===== src/sv/rpd_pkg.sv =====
package rpd_pkg;

    localparam int unsigned BYTE_W = 8;
    localparam int unsigned IDX_W  = 17;

    // start-of-packet codes
    localparam logic [BYTE_W-1:0] SOP_FIRST = 8'hFF;
    localparam logic [BYTE_W-1:0] SOP_SYNC  = 8'hFF;
    localparam logic [BYTE_W-1:0] SOP_ASYNC = 8'hFE;

    // header size and position of the last length byte
    localparam logic [IDX_W-1:0] HEADER_BYTES = 17'd5;
    localparam logic [IDX_W-1:0] LEN_BYTE_POS = 17'd4;
    localparam logic [IDX_W-1:0] FIRST_BODY   = 17'd2;

    typedef enum logic [1:0] {
        PH_HUNT  = 2'd0,
        PH_FIRST = 2'd1,
        PH_BODY  = 2'd2,
        PH_FLUSH = 2'd3
    } t_phase;

    typedef struct packed {
        logic [BYTE_W-1:0] packet_byte;
        logic [IDX_W-1:0]  byte_index;
        logic              is_async;
        logic              last_of_packet;
    } t_result;

endpackage


===== src/sv/rpd_framer.sv =====
module rpd_framer import rpd_pkg::*; (
    input  logic              i_clk,
    input  logic              i_rst_n,
    input  logic              i_adv,
    input  logic [BYTE_W-1:0] i_byte,
    output logic              o_res_valid,
    output t_result           o_res
);

    t_phase            r_phase, n_phase;
    logic              r_kind, n_kind;
    logic [IDX_W-1:0]  r_count, n_count;
    logic [BYTE_W-1:0] r_len_hi, n_len_hi;
    logic [IDX_W-1:0]  r_total, n_total;

    logic              w_sop;
    logic [15:0]       w_len;
    logic [IDX_W-1:0]  w_total_new;
    logic [IDX_W-1:0]  w_total_sel;
    logic [IDX_W-1:0]  w_count_inc;

    assign w_sop       = (i_byte == SOP_SYNC) || (i_byte == SOP_ASYNC);
    assign w_len       = r_kind ? {r_len_hi, i_byte} : {8'h00, i_byte};
    assign w_total_new = HEADER_BYTES + {1'b0, w_len};
    assign w_total_sel = (r_count == LEN_BYTE_POS) ? w_total_new : r_total;
    assign w_count_inc = r_count + 17'd1;

    // next state
    always_comb begin
        n_phase  = r_phase;
        n_kind   = r_kind;
        n_count  = r_count;
        n_len_hi = r_len_hi;
        n_total  = r_total;
        unique case (r_phase)
            PH_HUNT, PH_FLUSH: begin
                n_phase = (i_byte == SOP_FIRST) ? PH_FIRST : PH_HUNT;
            end
            PH_FIRST: begin
                if (w_sop) begin
                    n_kind   = (i_byte == SOP_ASYNC);
                    n_len_hi = i_byte;
                    n_count  = FIRST_BODY;
                    n_total  = '0;
                    n_phase  = PH_BODY;
                end else begin
                    n_phase = PH_HUNT;
                end
            end
            PH_BODY: begin
                n_total  = w_total_sel;
                n_len_hi = i_byte;
                n_count  = w_count_inc;
                if (r_count >= LEN_BYTE_POS && w_count_inc >= w_total_sel) begin
                    n_phase = PH_FLUSH;
                end
            end
        endcase
    end

    // result: each packet byte leaves one input later
    always_comb begin
        o_res_valid          = 1'b0;
        o_res.packet_byte    = r_len_hi;
        o_res.byte_index     = r_count - 17'd1;
        o_res.is_async       = r_kind;
        o_res.last_of_packet = 1'b0;
        unique case (r_phase)
            PH_HUNT: begin
                o_res_valid = 1'b0;
            end
            PH_FLUSH: begin
                o_res_valid          = 1'b1;
                o_res.byte_index     = r_total - 17'd1;
                o_res.last_of_packet = 1'b1;
            end
            PH_FIRST: begin
                o_res_valid       = w_sop;
                o_res.packet_byte = SOP_FIRST;
                o_res.byte_index  = '0;
                o_res.is_async    = (i_byte == SOP_ASYNC);
            end
            PH_BODY: begin
                o_res_valid = 1'b1;
            end
        endcase
    end

    always_ff @(posedge i_clk) begin
        if (!i_rst_n) begin
            r_phase  <= PH_HUNT;
            r_kind   <= 1'b0;
            r_count  <= '0;
            r_len_hi <= '0;
            r_total  <= '0;
        end else if (i_adv) begin
            r_phase  <= n_phase;
            r_kind   <= n_kind;
            r_count  <= n_count;
            r_len_hi <= n_len_hi;
            r_total  <= n_total;
        end
    end

    // nothing is sent while hunting
    a_hunt_silent: assert property (@(posedge i_clk) disable iff (!i_rst_n)
        (r_phase == PH_HUNT) |-> !o_res_valid)
        else $error("result produced while hunting");

    // last mark only from the flush phase
    a_last_flush: assert property (@(posedge i_clk) disable iff (!i_rst_n)
        (o_res_valid && o_res.last_of_packet) |-> (r_phase == PH_FLUSH))
        else $error("last mark outside flush");

    // flush always returns to hunting, or straight to the start pair on a 0xFF
    a_flush_exit: assert property (@(posedge i_clk) disable iff (!i_rst_n)
        (i_adv && r_phase == PH_FLUSH) |=> (r_phase == PH_HUNT || r_phase == PH_FIRST))
        else $error("flush did not return to hunt");

    // inside a packet the start pair is always counted
    a_body_count: assert property (@(posedge i_clk) disable iff (!i_rst_n)
        (r_phase == PH_BODY) |-> (r_count >= FIRST_BODY))
        else $error("body count below start pair");

endmodule


===== config.mk =====
export PLATFORM = sky130hd
export DESIGN_NAME = rpd_framer
export DESIGN_NICKNAME = d
export VERILOG_FILES = /design/src/sv/rpd_pkg.sv /design/src/sv/rpd_framer.sv
export SDC_FILE = /design/constraint.sdc
export NUM_CORES = 1
export LEC_CHECK = 0
export BUFFER_PORTS_ARGS = -buffer_cell sky130_fd_sc_hd__buf_2
export CAP_MARGIN = 25
export CORE_UTILIZATION = 50
export CTS_BUF_LIST = sky130_fd_sc_hd__clkbuf_8
export CTS_CLUSTER_DIAMETER = 150
export CTS_CLUSTER_SIZE = 16
export DETAILED_ROUTE_END_ITERATION = 10
export PLACE_DENSITY = 0.79
export SYNTH_ARGS = -nofsm -noshare
export SYNTH_HDL_FRONTEND = slang
export SYNTH_SLANG_ARGS = --single-unit

===== constraint.sdc =====
create_clock -name i_clk -period 5 [get_ports i_clk]
set_clock_uncertainty 0.2 [all_clocks]
set_input_delay 0.25 -clock i_clk [delete_from_list [all_inputs] [get_ports i_clk]]
set_output_delay 0.25 -clock i_clk [all_outputs]
set_load 0.01 [all_outputs]

# After elaboration in Yosys (flattened, before gate mapping)
# Index checks and enable logic that the tools add are counted.
[totals]
reg_bits = 45
inputBits = 11
out_inout_bits = 28
[op_classes]
add_sub_neg = 4
magnitude_cmp = 2
eq_ne = 8
n_mux = 17
reduce_logical = 9
[op_table]
columns = ["op", "n"]
rows = [
  ["$pmux W17 S2", 3],
  ["$mux W17", 3],
  ["$sub A17 B1 Y17 const B", 2],
  ["$add A17 B1 Y17 const B", 1],
  ["$add A3 B16 Y17 const A", 1],
  ["$eq A17 B3 Y1 const B", 1],
  ["$ge A17 B17 Y1", 1],
  ["$ge A17 B3 Y1 const B", 1],
  ["$eq A8 B8 Y1 const B", 2],
  ["$mux W16", 1],
  ["$mux W8", 2],
  ["$pmux W8 S2", 1],
  ["$pmux W2 S3", 1],
  ["$reduce_and A3 Y1", 2],
  ["$eq A2 B2 Y1 const B", 2],
  ["$mux W2", 2],
  ["$ne A2 B2 Y1 const B", 2],
  ["$reduce_or A2 Y1", 2],
  ["$mux W1", 3],
  ["$pmux W1 S3", 1],
  ["$eq A2 B1 Y1 const B", 1],
  ["$logic_not A2 Y1", 1],
  ["$reduce_and A2 Y1", 1],
  ["$reduce_bool A2 Y1", 1],
  ["2 further kinds", 2],
]

# Longest topological paths before layout
# Gate-level depths: netlist of run 1.
[depth]
word_depth = 7
depth_mapped = 15
depth_no_buf = 13

# Worst setup path after synthesis of run 1
# OpenSTA, ideal clock, no wires.
[synth_timing]
path_kind = "register -> register"
start = "reg r_count[0]"
end = "reg r_phase[0]"
setup_time_ps = 72
t_arrival_ps = 2915
slack_ps = 1813
path_stages_with_launch = 15
path_cell_list = "dfxtp_1 > inv_1 > ha_1 > nor4bb_1 > and4_1 > buf_2 > buf_6 > nor2_1 > or2_2 > ha_1 > a21oi_1 > o21ai_0 > a2111oi_0 > a211o_1 > mux2i_1"
[synth_via]
elab_chain_cells = 6
elab_cells_between_ends = 8
cone_classes = "add/sub: 1; order compare: 2; eq/ne: 2; mux: 1; reduce/logical: 2"
[synth_rtl]
columns = ["item", "line", "source"]
rows = [
  ["start, declared", "rpd_framer.sv:12", "logic [IDX_W-1:0] r_count, n_count;"],
  ["start signal, assigned", "rpd_framer.sv:99", "r_count <= n_count;"],
  ["branches (longest 3 deep; another with $add A17 B1 Y17)", "-", ""],
  ["$logic_and A1 B1 Y1 (*)", "rpd_framer.sv:54", "if (r_count >= LEN_BYTE_POS && w_count_inc >= w_total_sel) begin"],
  ["$ne A2 B2 Y1 (no line) (*)", "-", ""],
  ["$reduce_and A2 Y1 (no line) (*)", "-", ""],
  ["end signal, assigned", "rpd_framer.sv:97", "r_phase <= n_phase;"],
  ["end, declared", "rpd_framer.sv:10", "t_phase r_phase, n_phase;"],
]
# Every way passes the cells marked *.
# A chain may end at the register's enable or synchronous reset.

==> results of run 1 <==
==> layer usage <==
layer	up-vias	GRT usage	share of wire
met5	-	0	0
met4	0	0.1019	0.026
met3	31	0.03601	0.074
met2	194	0.4583	0.46
met1	1869	0.3642	0.44
li1	1906	-	-
==> power breakdown <==
part / leakage (nW) / internal, mW / switching, mW
Clock: 0.0687 / 0.201 / 0.141
Sequential: 0.362 / 0.358 / 0.0000156
Combinational: 1.21 / 0.0123 / 0.0223
Total: 1.64 / 0.572 / 0.164
==> registers in the layout, indices dropped and copies added, names as in the netlist <==
register and cells:
r_len_hi 8, r_phase 2, r_total 17, r_count 17, r_kind 1
==> final cells by class <==
cell class                      instances  share of cell area
Tap cell                              102             0.02953
Inverter                               11            0.009554
Clock buffer                            5             0.01592
Clock inverter                          3             0.01592
Timing Repair Buffer                   43             0.05269
Multi-Input combinational cell        424              0.6679
Sequential cell                        45              0.2085
==> placed cells by master, fill, tap and decap left out, drive strengths merged, types with 5 or more instances in the layout <==
master	netlist	final
nor2	40	40
o211ai	6	6
mux2i	22	22
a21oi	12	12
nor3b	7	7
ha	26	26
nand4	14	14
clkbuf	25	5
a21boi	20	20
o21a	6	6
nand2	55	55
nor2b	7	7
and3	7	7
xnor2	22	22
xor2	15	15
a21o	5	5
dfxtp	45	45
inv	11	12
nor4	9	9
and2	12	12
or2	14	14
and4	6	6
nor3	18	18
nand3	25	25
o21ai	22	22
buf	13	43
==> cell families (layout without fill, tap and decap cells) <==
logic type | count (synthesis) | count (layout) | share of synthesized area
flops | 45 | 45 | 0.2256
simple gates | 227 | 227 | 0.2961
buf+inv | 49 | 62 | 0.05327
mux | 26 | 26 | 0.06832
xor+xnor | 37 | 37 | 0.08117
fa+ha+maj | 26 | 26 | 0.08148
compound gates | 108 | 108 | 0.1940
==> worst min-delay path, delay by kind of cell <==
| kind | cells | cell delay (ps) |
|---|---|---|
| simple gates | 1 | 50 |
| buf+inv | 1 | 120 |
| compound gates | 1 | 60 |
==> worst paths after layout <==
path | startpoint | endpoint | slack [ps]
worst max-delay path | r_phase[0]$_SDFFE_PN0P_ | o_res[16] | 860
worst min-delay path | i_byte[0] | r_len_hi[0]$_SDFFE_PN0P_ | 10
worst max register to register | r_count[0]$_SDFFE_PN0P_ | r_phase[0]$_SDFFE_PN0P_ | 1220
worst min register to register | r_total[0]$_SDFFE_PN0P_ | r_total[0]$_SDFFE_PN0P_ | 300
==> per-stage QoR <==
step	setup WS [ps]	instances	area (um^2)	util
after CTS	951.0	633	4322	0.5593
after global routing	682.9	633	4322	0.5593
after floorplan	1813	518	3993	-
after global placement	1422	625	4184	0.5415
after detailed placement	1273	625	4184	0.5415
final	861.6	633	4322	0.5593
==> results.cfg, run 1 <==
[hold_path]
min_path_type = in -> reg
whs_path_depth = 3

[timing]
final-hold-violation-count = 0
slew_headroom = 0.3434
period_share = 0.8277
tightest_slew_ps = 984.9
period_minus_slack_ps = 4138
timing.setup.tns_ps = 0
hold_slack_ps = 13.86
rsz0062_at_grt = no
finalSetupViolations = 0
fmax_mhz = 241.6
final_max_slew_viol_count = 0

[placed_design]
dp_hpwl_um = 8157
port_buffers = 38
place_congestion = 0.9601

[setup_path]
cp_top_family = adder cells
path_common_cell = ha_1
crit_path_max_incr_delay_ps = 830
critPathKind = reg -> out
worst-r2r-cell-count = 12
cp_max_fo = 21
startpoint_type = flip-flop
path_buf_inv = 1
path_cells = ha_1 > mux2i_1 > ha_1 > o221ai_1 > nor3_1 > a31oi_1 > nor3b_1 > buf_2
arrival_ps = 3690
cp.depth = 8
critical_path_required_ps = 4550
worst_path_max_delay_cell = ha_1
worst_setup_path_end_kind = output pin

[cts]
clkSinkCount = 45
cts_buffers = 5
cts_max_path_buffers = 2
cts-hold-fix-buffers = 0
clkTransAtPathRegs_ps = 100
ctsResizeCount = 0
clock_latency_ps = 310
cts_setup_buffers = 0
cts_tree = yes
cts_root_buf = clkbuf_8
h-tree-depth = 2

[detailed_routing]
drtPass1Iterations = 5
routed_via_density = 6.319
drc_errors = 0
wirelength_um = 11240
wl_per_cell_um = 17.75
vias = 4000
drt_iter0_markers = 260
antenna_left = 0

[logic_synthesis]
yosysUniqueCellTypes = 61
synth_top_cell_by_area = dfxtp_1
ys.flop_type = dfxtp_1
syn_area_um2 = 3993
yosysMostFrequentCell = nand2_1
synth_nets = 555
syn_area_per_cell_um2 = 7.708
ys_seq_area_frac = 0.2256
synth.yosys.warnings = 0
synth_seq_cells = 45
yosys-top-cells-count = 55 x nand2_1, 45 x dfxtp_1, 40 x nor2_1
synth-edff-count = 0
netlist_top_cells_area = dfxtp_1 23%, ha_1 8.1%, nand2_1 5.2%, mux2i_1 5.0%, xnor2_1 4.8%
synthArstFlopShare = 0
synth_cells = 518
synth_top_area_frac = 0.2256

[cells_and_area]
fill_cells = 744
nets = 567
syn_to_final_growth_pct = 8.242
antenna_cells = 0
seqCellArea_um2 = 900.9
final_layout_size_suffix_gt1_frac = 0.1450
multi_input_comb_area_um2 = 2887

[floorplanning]
die_area_um2 = 8347
die_width_um = 91.36
dieHeight_um = 91.36
start_util = 0.5167
core_area_um2 = 7727
rows = 32
io_pins = 39

[global_routing]
grt_pass1_vias = 3718
track_usage = 0.2760
antenna_found_initial = 0
grt_pass1_wl_um = 18370
grt_overflow = 0
grt_max_degree = 50

[pwr]
power.total_mw = 0.7354
power_density_nw_per_um2 = 170.2
leakagePower_nw = 1.638
max-vdd-ir-drop_mv = 0.08936

[flow_run]
max_cap_viol_count = 0

[outcome]
status = finished clean
No activity file was read; power rests on OpenSTA's default activity.
==> inputs of run 2 (changes only) <==
Settings changed: PLACE_DENSITY 0.79 to 0.82.
Clock period 5 ns to 3.75 ns, I/O delays scaled along.
==> run 2 against run 1 <==
Against the previous run:
- routed wire length is 0.42% higher
- sequential share of layout area is 0.30 points lower
- cell area grew 1.7%
- critical path depth is 5 higher
- clock-buffer cell count stayed put
- die area unchanged
- register-to-register slack lost 910 ps
- flip-flop and latch count is the same
- via count fell by 0.25%
- power increased by 11%
- final cell count rose by 2.1%
==> results.cfg, run 2 (synthesized netlist as in run 1, its figures left out) <==
[cells_and_area]
final_util = 0.5690
syn_to_final_growth_pct = 10.12
top_regs = r_count: 17 flops, r_total: 17 flops, r_len_hi: 8 flops
final_common_cell = nand2_1
nets = 582
final_layout_size_suffix_gt1_frac = 0.1654
antenna_cells = 0
final_cell_mix = 55 x nand2_1, 43 x dfxtp_1, 40 x nor2_1, 38 x buf_2

[floorplanning]
io_pins = 39
die_width_um = 91.36
die_area_um2 = 8347
start_util = 0.5167
dieHeight_um = 91.36
rows = 32
core_area_um2 = 7727

[timing]
tightest_slew_ps = 793.2
finalSetupViolations = 0
fmax_mhz = 290.6
final_max_slew_viol_count = 0
rsz0062_at_grt = no
timing.setup.tns_ps = 0
slew_headroom = 0.4712
period_minus_slack_ps = 3442
final-hold-violation-count = 0
period_share = 0.9178

[outcome]
status = finished clean

[global_routing]
grt_overflow = 0
track_usage = 0.2752
grt_pass1_vias = 3785
grt_pass1_wl_um = 18590
grt_max_degree = 50
antenna_found_initial = 0

[pwr]
max-vdd-ir-drop_mv = 0.2193
power_density_nw_per_um2 = 184.9
leakagePower_nw = 1.680

[detailed_routing]
vias = 3990
drtPass1Iterations = 5
antenna_left = 0
wl_per_cell_um = 17.47
drc_errors = 0
routed_via_density = 6.176
drt_iter0_markers = 304
wirelength_um = 11290

[cts]
cts_max_path_buffers = 2
cts_setup_buffers = 0
h-tree-depth = 2
clkSinkCount = 45
cts_buffers = 5
clock_latency_ps = 300
cts_root_buf = clkbuf_8
cts_tree = yes
clkTransAtPathRegs_ps = 90

[setup_path]
critical_path_required_ps = 3780
worst_setup_path_end_kind = flip-flop
critPathKind = reg -> reg
cp_max_fo = 11
rr_startpoint = r_count[0]$_SDFFE_PN0P_
crit_start = r_count[0]$_SDFFE_PN0P_
arrival_ps = 3480
startpoint_type = flip-flop

[placed_design]
dp_hpwl_um = 8461
port_buffers = 38
place_congestion = 0.9581

[hold_path]
min_path_type = in -> reg
hp-start = i_byte[4]

[flow_run]
max_cap_viol_count = 0
[run 2: cell count changes in the layout (fill, tap and decap cells not counted), moves of 2 or more]
| cell | delta |
|---|---|
| buf_4 | +10 |
| dfxtp_2 | +2 |
| dfxtp_1 | -2 |
| bufinv_16 | -2 |
| dlygate4sd3_1 | +5 |
[run 2: worst paths after layout]
kind / cells after the start / slack (ps) / to
max: 13 / 310 / r_phase[1]$_SDFFE_PN0P_
min: 3 / 10 / r_len_hi[4]$_SDFFE_PN0P_
max reg2reg: 13 / 310 / r_phase[1]$_SDFFE_PN0P_
min reg2reg: 2 / 320 / r_phase[0]$_SDFFE_PN0P_
[run 2: power by group]
group          leakage [nW]  total [mW]  internal (mW)  switching (mW)
Sequential            0.363       0.477          0.477       0.0000175
Clock                0.0399       0.286          0.123           0.163
Combinational          1.28      0.0492         0.0198          0.0294
[run 2: layer usage]
metal,track usage,routed length [um],vias up
li1,-,-,1932
met2,0.4457,5162,154
met4,0.1045,341,0
met1,0.3648,4966,1873
met5,0,0,-
met3,0.04690,814,31
[run 2: final cells by class]
cell class	count	area, um^2
clock inverters	1	5.005
multi-input cells	424	2898
well taps	102	127.6
clock buffers	5	68.82
flip-flops and latches	45	903.4
fillers	715	3331
repair buffers	58	352.8
inverters	11	41.29
[run 2: through the flow]
stage	instance area, um^2	power, mW	std cells	hold WS [ps]	setup slack, ps
after floorplan	3993	0.5163	518	132.4	563.3
after global placement	4259	0.5323	635	279.2	352.9
final	4397	0.8130	646	12.71	308.4
after detailed placement	4259	0.5330	635	293.3	188.0
after global routing	4397	0.8401	646	13.89	7.839
after CTS	4383	0.8159	646	3.547	160.1
[run 2: worst max-delay path, cell delays in order, from the launching register on]
cell	delay [ps]
dfxtp_2	360
inv_1	70
ha_1	170
nor4bb_1	370
and4_4	380
nand3_1	90
mux2i_1	300
or2_2	190
ha_1	220
nand2_1	100
o21ai_0	100
a2111oi_1	390
a211o_1	240
mux2i_1	180
[run 2: what timing repair did]
item,CTS,global route
hold buffers,5,0
setup endpoints to repair,0,2
hold endpoints to repair,5,0
gates resized for setup,0,8
